--- src/ame_pkg.sv ---
// Shared types, constants and helpers for the adjacency matrix engine.
package ame_pkg;

  localparam int MAX_VERTICES = 16;
  localparam int VALUE_BITS   = 8;
  localparam int VERTEX_BITS  = $clog2(MAX_VERTICES);
  localparam int DEPTH        = MAX_VERTICES * MAX_VERTICES;
  localparam int ADDR_BITS    = $clog2(DEPTH);
  localparam int VC_BITS      = $clog2(MAX_VERTICES + 1);
  localparam int COUNT_BITS   = $clog2(DEPTH + 1);
  localparam int CFG_BITS     = 5;
  localparam int KIND_BITS    = 3;

  // Request kinds
  localparam logic [KIND_BITS-1:0] KIND_ADD      = 3'd0;
  localparam logic [KIND_BITS-1:0] KIND_REMOVE   = 3'd1;
  localparam logic [KIND_BITS-1:0] KIND_READ     = 3'd2;
  localparam logic [KIND_BITS-1:0] KIND_NEIGHBOR = 3'd3;
  localparam logic [KIND_BITS-1:0] KIND_IN       = 3'd4;
  localparam logic [KIND_BITS-1:0] KIND_OUT      = 3'd5;
  localparam logic [KIND_BITS-1:0] KIND_COUNT    = 3'd6;

  typedef struct packed {
    logic [KIND_BITS-1:0]   kind;
    logic [VERTEX_BITS-1:0] from_vertex;
    logic [VERTEX_BITS-1:0] to_vertex;
    logic                   both_ways;
    logic [VALUE_BITS-1:0]  new_value;
  } req_t;

  typedef struct packed {
    logic                   ok;
    logic [VALUE_BITS-1:0]  read_value;
    logic                   found;
    logic [VERTEX_BITS-1:0] listed_vertex;
    logic [COUNT_BITS-1:0]  edge_total;
    logic                   last;
  } rsp_t;

  // Classified operation handed from front to back
  typedef enum logic [2:0] {
    OP_REJECT,
    OP_WRITE,
    OP_READ,
    OP_LIST,
    OP_COUNT
  } op_t;

  typedef enum logic [1:0] {
    LIST_NEIGHBOR,
    LIST_IN,
    LIST_OUT
  } list_t;

  typedef struct packed {
    op_t                    op;
    list_t                  mode;
    logic [VERTEX_BITS-1:0] row;
    logic [VERTEX_BITS-1:0] col;
    logic [VALUE_BITS-1:0]  value;
    logic                   both;
  } cmd_t;

  // Matrix entry address, row major
  function automatic logic [ADDR_BITS-1:0] addr_of(input logic [VERTEX_BITS-1:0] r,
                                                   input logic [VERTEX_BITS-1:0] c);
    return ADDR_BITS'(int'(r) * MAX_VERTICES + int'(c));
  endfunction

endpackage

--- src/adjacency_matrix_engine.sv ---
// Top level of the adjacency matrix engine: vertex count register, front, queue, back.
//
//   channel | signals                   | transfer when
//   --------+---------------------------+-----------------------------
//   request | req_valid, req_stall, req | req_valid && !req_stall
//   result  | rsp_valid, rsp_stall, rsp | rsp_valid && !rsp_stall
//   config  | cfg_write, cfg_data       | cfg_write
//
// Add and remove write one matrix entry, two with both_ways. List queries read
// vertex_count matrix entries, one per cycle unless the result register is
// stalled, from the single read port of the edge store.
// Reset is synchronous; it and any config write clear the store at once.
// A two-entry queue lets requests be taken while the back end is stalled
// on the result register.
module adjacency_matrix_engine import ame_pkg::*; (
  input  logic                clk,
  input  logic                rst,
  input  logic                cfg_write,
  input  logic [CFG_BITS-1:0] cfg_data,
  input  logic                req_valid,
  output logic                req_stall,
  input  req_t                req,
  output logic                rsp_valid,
  input  logic                rsp_stall,
  output rsp_t                rsp
);

  logic [VC_BITS-1:0] vertex_count;
  logic               q_full;
  logic               q_push;
  logic               q_pop;
  logic               q_empty;
  cmd_t               push_cmd;
  cmd_t               pop_cmd;

  // Vertex count, saturated at the matrix size
  always_ff @(posedge clk) begin
    if (rst) begin
      vertex_count <= VC_BITS'(MAX_VERTICES);
    end else if (cfg_write) begin
      if (int'(cfg_data) > MAX_VERTICES) vertex_count <= VC_BITS'(MAX_VERTICES);
      else                               vertex_count <= VC_BITS'(cfg_data);
    end
  end

  ame_front u_front (
    .req_valid    (req_valid),
    .req_stall    (req_stall),
    .req          (req),
    .vertex_count (vertex_count),
    .q_full       (q_full),
    .q_push       (q_push),
    .cmd          (push_cmd)
  );

  ame_queue u_queue (
    .clk       (clk),
    .rst       (rst),
    .push      (q_push),
    .push_data (push_cmd),
    .full      (q_full),
    .pop       (q_pop),
    .pop_data  (pop_cmd),
    .empty     (q_empty)
  );

  ame_back u_back (
    .clk          (clk),
    .rst          (rst),
    .clear        (cfg_write),
    .vertex_count (vertex_count),
    .q_empty      (q_empty),
    .q_data       (pop_cmd),
    .q_pop        (q_pop),
    .rsp_valid    (rsp_valid),
    .rsp_stall    (rsp_stall),
    .rsp          (rsp)
  );

endmodule

--- src/ame_front.sv ---
// Front end: takes requests, checks ranges and turns them into commands.
module ame_front import ame_pkg::*; (
  input  logic               req_valid,
  output logic               req_stall,
  input  req_t               req,
  input  logic [VC_BITS-1:0] vertex_count,
  input  logic               q_full,
  output logic               q_push,
  output cmd_t               cmd
);

  logic f_ok;
  logic t_ok;

  assign f_ok      = VC_BITS'(req.from_vertex) < vertex_count;
  assign t_ok      = VC_BITS'(req.to_vertex) < vertex_count;
  assign req_stall = q_full;
  assign q_push    = req_valid && !q_full;

  // Classify the request
  always_comb begin
    cmd       = '0;
    cmd.op    = OP_REJECT;
    cmd.mode  = LIST_OUT;
    cmd.row   = req.from_vertex;
    cmd.col   = req.to_vertex;
    cmd.both  = req.both_ways;
    cmd.value = req.new_value;
    case (req.kind)
      KIND_ADD: begin
        if (f_ok && t_ok) cmd.op = OP_WRITE;
      end
      KIND_REMOVE: begin
        cmd.value = '0;
        if (f_ok && t_ok) cmd.op = OP_WRITE;
      end
      KIND_READ: begin
        if (f_ok && t_ok) cmd.op = OP_READ;
      end
      KIND_NEIGHBOR: begin
        cmd.mode = LIST_NEIGHBOR;
        if (f_ok) cmd.op = OP_LIST;
      end
      KIND_IN: begin
        cmd.mode = LIST_IN;
        cmd.row  = req.to_vertex;
        if (t_ok) cmd.op = OP_LIST;
      end
      KIND_OUT: begin
        cmd.mode = LIST_OUT;
        if (f_ok) cmd.op = OP_LIST;
      end
      KIND_COUNT: begin
        cmd.op = OP_COUNT;
      end
      default: begin
        cmd.op = OP_REJECT;
      end
    endcase
  end

endmodule

--- src/ame_queue.sv ---
// Two-entry command queue between front and back.
module ame_queue import ame_pkg::*; (
  input  logic clk,
  input  logic rst,
  input  logic push,
  input  cmd_t push_data,
  output logic full,
  input  logic pop,
  output cmd_t pop_data,
  output logic empty
);

  cmd_t       slots [2];
  logic       wr_ptr;
  logic       rd_ptr;
  logic [1:0] fill;

  assign full     = fill == 2'd2;
  assign empty    = fill == 2'd0;
  assign pop_data = slots[rd_ptr];

  // Pointers and fill level
  always_ff @(posedge clk) begin
    if (rst) begin
      wr_ptr <= 1'b0;
      rd_ptr <= 1'b0;
      fill   <= 2'd0;
    end else begin
      if (push) wr_ptr <= !wr_ptr;
      if (pop)  rd_ptr <= !rd_ptr;
      case ({push, pop})
        2'b10:   fill <= fill + 2'd1;
        2'b01:   fill <= fill - 2'd1;
        default: fill <= fill;
      endcase
    end
  end

  // Storage
  always_ff @(posedge clk) begin
    if (push) slots[wr_ptr] <= push_data;
  end

endmodule

--- src/ame_back.sv ---
// Back end: edge store, non-empty count, command sequencer and result register.
module ame_back import ame_pkg::*; (
  input  logic               clk,
  input  logic               rst,
  input  logic               clear,
  input  logic [VC_BITS-1:0] vertex_count,
  input  logic               q_empty,
  input  cmd_t               q_data,
  output logic               q_pop,
  output logic               rsp_valid,
  input  logic               rsp_stall,
  output rsp_t               rsp
);

  typedef enum logic [2:0] {
    ST_IDLE,
    ST_WR_READ,
    ST_WR_APPLY,
    ST_RD_READ,
    ST_RD_DATA,
    ST_SCAN,
    ST_FINISH
  } state_t;

  state_t                 state;
  cmd_t                   cur;
  logic                   second;
  rsp_t                   res;
  logic [VC_BITS-1:0]     idx;
  logic [VERTEX_BITS-1:0] ridx;
  logic                   rd_pend;
  logic                   have_pend;
  logic [VERTEX_BITS-1:0] pend_v;
  logic [COUNT_BITS-1:0]  count;

  logic [VALUE_BITS-1:0]  mem [DEPTH];
  logic [DEPTH-1:0]       entry_valid;
  logic [VALUE_BITS-1:0]  rd_data;
  logic                   rd_valid;

  logic                   rd_en;
  logic                   wr_en;
  logic [ADDR_BITS-1:0]   rd_addr;
  logic [ADDR_BITS-1:0]   edge_addr;
  logic                   out_free;
  logic                   rd_nonzero;
  logic                   match;
  logic                   consume;
  logic                   was_set;
  logic                   now_set;
  logic                   scan_done;
  logic                   rsp_load;

  // Assemble one result word
  function automatic rsp_t make_rsp(input logic                   ok,
                                    input logic [VALUE_BITS-1:0]  rv,
                                    input logic                   found,
                                    input logic [VERTEX_BITS-1:0] lv,
                                    input logic [COUNT_BITS-1:0]  total,
                                    input logic                   last);
    rsp_t r;
    r.ok            = ok;
    r.read_value    = rv;
    r.found         = found;
    r.listed_vertex = lv;
    r.edge_total    = total;
    r.last          = last;
    return r;
  endfunction

  assign out_free   = !rsp_valid || !rsp_stall;
  assign rd_nonzero = rd_valid && (rd_data != '0);
  assign edge_addr  = second ? addr_of(cur.col, cur.row) : addr_of(cur.row, cur.col);
  assign match      = rd_pend && rd_nonzero &&
                      !((cur.mode == LIST_NEIGHBOR) && (ridx == cur.row));
  // A returned scan entry is used up unless it must wait for the result register
  assign consume    = rd_pend && (!match || !have_pend || out_free);
  assign was_set    = rd_nonzero;
  assign now_set    = cur.value != '0;
  assign wr_en      = state == ST_WR_APPLY;
  assign scan_done  = !rd_pend && (idx == vertex_count) && out_free;
  // Result register loads a new transfer this cycle
  assign rsp_load   = ((state == ST_SCAN) && ((consume && match && have_pend) || scan_done)) ||
                      ((state == ST_FINISH) && out_free);

  // Read requests and queue pop
  always_comb begin
    rd_en   = 1'b0;
    rd_addr = edge_addr;
    q_pop   = 1'b0;
    case (state)
      ST_IDLE: begin
        q_pop = !q_empty;
      end
      ST_WR_READ, ST_RD_READ: begin
        rd_en = 1'b1;
      end
      ST_SCAN: begin
        if (cur.mode == LIST_IN) rd_addr = addr_of(idx[VERTEX_BITS-1:0], cur.row);
        else                     rd_addr = addr_of(cur.row, idx[VERTEX_BITS-1:0]);
        rd_en = (!rd_pend || consume) && (idx != vertex_count);
      end
      default: begin
        rd_en = 1'b0;
      end
    endcase
  end

  // Edge store with registered read
  always_ff @(posedge clk) begin
    if (rd_en) begin
      rd_data  <= mem[rd_addr];
      rd_valid <= entry_valid[rd_addr];
    end
    if (wr_en) mem[edge_addr] <= cur.value;
  end

  // Written marks and running non-empty count
  always_ff @(posedge clk) begin
    if (rst || clear) begin
      entry_valid <= '0;
      count       <= '0;
    end else if (wr_en) begin
      entry_valid[edge_addr] <= 1'b1;
      if (was_set && !now_set)      count <= count - COUNT_BITS'(1);
      else if (!was_set && now_set) count <= count + COUNT_BITS'(1);
    end
  end

  // Sequencer and result register
  always_ff @(posedge clk) begin
    if (rst) begin
      state     <= ST_IDLE;
      rsp_valid <= 1'b0;
      rd_pend   <= 1'b0;
      have_pend <= 1'b0;
      second    <= 1'b0;
      idx       <= '0;
    end else begin
      if (rsp_load)        rsp_valid <= 1'b1;
      else if (!rsp_stall) rsp_valid <= 1'b0;
      case (state)
        ST_IDLE: begin
          if (!q_empty) begin
            cur       <= q_data;
            second    <= 1'b0;
            res       <= make_rsp(q_data.op == OP_COUNT, '0, 1'b0, '0,
                                  (q_data.op == OP_COUNT) ? count : '0, 1'b1);
            idx       <= '0;
            rd_pend   <= 1'b0;
            have_pend <= 1'b0;
            case (q_data.op)
              OP_WRITE: state <= ST_WR_READ;
              OP_READ:  state <= ST_RD_READ;
              OP_LIST:  state <= ST_SCAN;
              OP_COUNT: state <= ST_FINISH;
              default:  state <= ST_FINISH;
            endcase
          end
        end
        ST_WR_READ: begin
          state <= ST_WR_APPLY;
        end
        ST_WR_APPLY: begin
          if (cur.both && !second) begin
            second <= 1'b1;
            state  <= ST_WR_READ;
          end else begin
            res.ok <= 1'b1;
            state  <= ST_FINISH;
          end
        end
        ST_RD_READ: begin
          state <= ST_RD_DATA;
        end
        ST_RD_DATA: begin
          res   <= make_rsp(1'b1, rd_valid ? rd_data : '0, 1'b0, '0, '0, 1'b1);
          state <= ST_FINISH;
        end
        ST_SCAN: begin
          if (rd_en) begin
            ridx <= idx[VERTEX_BITS-1:0];
            idx  <= idx + VC_BITS'(1);
          end
          rd_pend <= rd_en || (rd_pend && !consume);
          // A new match releases the one held before it
          if (consume && match) begin
            if (have_pend) rsp <= make_rsp(1'b1, '0, 1'b1, pend_v, '0, 1'b0);
            pend_v    <= ridx;
            have_pend <= 1'b1;
          end
          // Scan done: close the list
          if (scan_done) begin
            rsp   <= make_rsp(1'b1, '0, have_pend, have_pend ? pend_v : '0, '0, 1'b1);
            state <= ST_IDLE;
          end
        end
        ST_FINISH: begin
          if (out_free) begin
            rsp   <= res;
            state <= ST_IDLE;
          end
        end
        default: state <= ST_IDLE;
      endcase
    end
  end

endmodule
--- config.mk ---
export PLATFORM = sky130hd
export DESIGN_NAME = adjacency_matrix_engine
export DESIGN_NICKNAME = d
export VERILOG_FILES = /design/src/ame_pkg.sv /design/src/adjacency_matrix_engine.sv /design/src/ame_front.sv /design/src/ame_queue.sv /design/src/ame_back.sv
export SDC_FILE = /design/constraint.sdc
export NUM_CORES = 2
export LEC_CHECK = 0
export ABC_CLOCK_PERIOD_IN_PS = 6550
export BUFFER_PORTS_ARGS = -buffer_cell sky130_fd_sc_hd__buf_2
export CAP_MARGIN = 20
export CORE_MARGIN = 3
export CORE_UTILIZATION = 60
export CTS_BUF_LIST = sky130_fd_sc_hd__clkbuf_4 sky130_fd_sc_hd__clkbuf_8
export DETAILED_ROUTE_END_ITERATION = 16
export HOLD_SLACK_MARGIN = 0.02
export PLACE_DENSITY = 0.73
export RECOVER_POWER = 50
export SLEW_MARGIN = 20
export SYNTH_ARGS = -nofsm -noshare
export SYNTH_HDL_FRONTEND = slang
export SYNTH_SLANG_ARGS = --single-unit
--- constraint.sdc ---
create_clock -name clk -period 6.55 [get_ports clk]
set_clock_uncertainty 0.2 [all_clocks]
set_input_delay 0.9825 -clock clk [delete_from_list [all_inputs] [get_ports clk]]
set_output_delay 0.9825 -clock clk [all_outputs]
set_load 0.1 [all_outputs]
==> results.sh <==
export IMPL_result_of_the_run="finished with violations"
export IMPL_failed_checks="max-capacitance violations, max-slew violations"
export IMPL_synth_enable_flop_cells=2170
export IMPL_initialDrtViolationCount=10060
export IMPL_timing_final_hold_violations=0
export IMPL_routed_wirelength_um=280700
export IMPL_required_ps=6970
export IMPL_first_pass_grt_wire_length_um=408400
export IMPL_detailedRoute_firstPassIterationCount=6
export IMPL_dp_cells=9489
export IMPL_post_synth_num_cell_types=84
export IMPL_max_clock_path_buffers=4
export IMPL_clk_pin_slew_ps=60
export IMPL_peakVddDrop_mv=0.2760
export IMPL_postSynthNetCount=7593
export IMPL_timing_final_max_slew_violations=1481
export IMPL_power_total_w=0.04249
export IMPL_worstPathCellList="clkbuf_1, clkbuf_2"
export IMPL_min_path_type="in -> reg"
export IMPL_synth_top_area_cell="sky130_fd_sc_hd__edfxtp_1"
export IMPL_num_vias=65700
export IMPL_finalNetCount=7769
export IMPL_clock_latency_ps=1110
export IMPL_timing_max_cap_violations=14
export IMPL_area_added_between_synthesis_and_finish_pct=10.52
export IMPL_fp_row_count=148
export IMPL_path_delay_family="buffers and inverters"
export IMPL_gp_congestion=0.9247
export IMPL_cts_num_sinks=2457
export IMPL_syn_inst=7546
export IMPL_kind_of_start_point_of_the_critical_path="flop"
export IMPL_crit_arrival_ps=6270
export IMPL_critical_path_endpoint_type="flop"
export IMPL_syn_mean_instance_area_sq_um=13.08
export IMPL_worst_hold_slack_ps=78.15
export IMPL_grt_pass1_vias=62000
export IMPL_cts_buffers=393
export IMPL_slowest_delay_ps=3220
export IMPL_top_level_ports=56
export IMPL_yosys_top_cells_area="sky130_fd_sc_hd__edfxtp_1, sky130_fd_sc_hd__dfxtp_1, sky130_fd_sc_hd__nand2_1"
export IMPL_tritoncts="yes"
export IMPL_avgViaCountPerCell=6.428
export IMPL_dpl_worst_slack_ps=1337
export IMPL_cellLeakagePower_nw=37.08
export IMPL_h_tree_depth=5
export IMPL_worstMarginPinSlew_ps=4654
export IMPL_wl_per_cell_um=27.46
export IMPL_synthesis_yosys_warnings=0
export IMPL_path_buf_inv=2
export IMPL_worst_slack_ps=706.1
export IMPL_min_period_over_period=0.8922
export IMPL_grt_ovfl_total=0
export IMPL_criticalPathCategory="reg -> reg"
export IMPL_unrepaired_setup_endpoints_after_global_routing="false"
export IMPL_regToRegSetupSlack_ps=710
export IMPL_power_density_over_the_cells_nw_per_um2=389.4
export IMPL_setup_violations_final=0
export IMPL_setup_tns_final_ps=0
export IMPL_drt_drc_violations_left=0
export IMPL_port_buffers=55
export IMPL_grtUsageTotal=0.3266
export IMPL_grt_antenna_before_repair=13
export IMPL_grt_max_degree=201
export IMPL_yosys_most_used_dff="sky130_fd_sc_hd__edfxtp_1"
export IMPL_die_h_um=411.6
export IMPL_post_dp_hpwl_um=165800
export IMPL_final_layout_size_suffix_gt1_frac=0.1294
export IMPL_critPathMaxFanout=96
export IMPL_floorplan_initialDensity=0.6051
export IMPL_die_area_sq_um=169400
export IMPL_finalCriticalPeriod_ps=5844
export IMPL_post_cts_repair_setup_buffers=0
export IMPL_fraction_of_synthesis_flops_using_an_asynchronous_set_or_reset_pin=0
export IMPL_clock_fmax_ghz=0.1711
export IMPL_ctsRootBufferMaster="sky130_fd_sc_hd__clkbuf_8"
export IMPL_finalNonFillerCells=10220
export IMPL_antenna_left=0
export IMPL_portion_of_the_post_synthesis_area_used_by_sequential_elements=0.7183
export IMPL_yosys_area_top_type_share=0.6601
export IMPL_synth_area_sq_um=98720
export IMPL_ys_ff_latch=2457
export IMPL_die_width_um=411.6
export IMPL_timing_critical_path_slowest_stage_cell="sky130_fd_sc_hd__clkbuf_1"
export IMPL_slew_headroom=-2.103
export IMPL_placeableCoreArea_sq_um=163100
-- synth_stat cells (all sizes together), types with 15 or more instances --
cell type	instances
edfxtp	2170
nand2	1458
nor2	844
a21oi	533
mux2i	335
buf	315
dfxtp	287
nand3	231
o21ai	172
clkbuf	163
nor3	162
a22o	111
o221a	83
a22oi	81
and3	65
nor4	61
mux4	46
a31oi	36
a211oi	31
and2	30
a311oi	27
mux2	27
a221oi	21
o22ai	21
inv	20
xnor2	17
ha	16
nand4	16
o221ai	16
nor2b	15
-- power breakdown --
group          leakage [nW]  internal, W  total (W)  switching, W
Sequential             21.9       0.0179     0.0181      0.000206
Combinational          11.1      0.00325     0.0113       0.00809
Clock                  4.17      0.00710     0.0130       0.00592
-- layer usage --
layer	global-route usage	share of wire	vias up
li1	-	-	28210
met3	0.08710	0.13	881
met5	0	0.00032	-
met2	0.4830	0.44	4568
met1	0.4488	0.37	32030
met4	0.1681	0.057	12
-- cell type report --
| class | count | area (sq um) |
|---|---|---|
| Timing Repair Buffer | 259 | 2217 |
| Clock buffer | 585 | 7088 |
| Clock inverter | 125 | 670.6 |
| Inverter | 22 | 82.58 |
| Multi-Input combinational cell | 4589 | 25390 |
| Tap cell | 2175 | 2721 |
| Antenna cell | 10 | 25.02 |
| Fill cell | 11430 | 54030 |
| Sequential cell | 2457 | 70910 |
-- kinds of logic after synthesis --
logic type	count (synthesis)	share of synthesized area
AND/OR/NAND/NOR	2922	0.1225
buffers and inverters	500	0.02605
XOR/XNOR	25	0.002218
AO/OA/AOI/OAI	1217	0.08079
flip-flops	2457	0.7183
adder cells (fa/ha/maj)	17	0.002231
multiplexers	408	0.04792
-- layout by cell type, fill, tap and decap left out, types with 21 or more instances in the layout --
master                     count
sky130_fd_sc_hd__o22ai_1      21
sky130_fd_sc_hd__o21ai_0     170
sky130_fd_sc_hd__mux2i_1     332
sky130_fd_sc_hd__nor2_1      827
sky130_fd_sc_hd__nor4_1       60
sky130_fd_sc_hd__clkinv_2     43
sky130_fd_sc_hd__o221a_2      82
sky130_fd_sc_hd__nor3_1      162
sky130_fd_sc_hd__a211oi_1     31
sky130_fd_sc_hd__dfxtp_1     287
sky130_fd_sc_hd__a311oi_1     27
sky130_fd_sc_hd__buf_2        24
sky130_fd_sc_hd__and2_0       22
sky130_fd_sc_hd__clkinv_1     75
sky130_fd_sc_hd__nand2_1    1454
sky130_fd_sc_hd__a21oi_1     531
sky130_fd_sc_hd__a31oi_1      36
sky130_fd_sc_hd__a22oi_1      81
sky130_fd_sc_hd__and3_1       65
sky130_fd_sc_hd__mux4_2       46
sky130_fd_sc_hd__clkbuf_8    431
sky130_fd_sc_hd__clkbuf_4    155
sky130_fd_sc_hd__clkbuf_1     45
sky130_fd_sc_hd__buf_12       39
sky130_fd_sc_hd__nand3_1     231
sky130_fd_sc_hd__edfxtp_1   2170
sky130_fd_sc_hd__buf_4       132
sky130_fd_sc_hd__a22o_1      111
-- state kept, by name, indices dropped and copies added, names as in the netlist, 2 cells and up, named ones only --
register / flops
u_back.rd_data: 8
u_queue.fill: 2
u_back.state: 3
u_back.res: 18
vertex_count: 5
u_back.rsp: 24
u_back.ridx: 4
u_back.mem: 2048
u_back.pend_v: 4
u_back.entry_valid: 256
u_back.count: 9
u_back.idx: 5
u_queue.slots: 44
u_back.cur: 19
-- worst paths after layout --
kind,from,to,cells after the start
max reg2reg,u_back.cur[5],u_back.mem[95][4],2
max,u_back.cur[5],u_back.mem[95][4],2
min reg2reg,u_back.entry_valid[9],u_back.entry_valid[9],2
min,req[15],u_queue.slots[1][15],2
-- repair_timing --
action / CTS / global route
resized for setup: 0 / 0
hold buffers: 8 / 0
endpoints found under the hold margin: 13 / 0
-- stage by stage --
step / utilization / area [sq um]
2_1_floorplan: - / 98720
3_3_place_gp: 0.6212 / 101300
3_5_place_dp: 0.6214 / 101400
4_1_cts: 0.6694 / 109200
5_1_grt: 0.6687 / 109100
6_report: 0.6688 / 109100
Note: power is estimated with default switching activity, not from simulation.
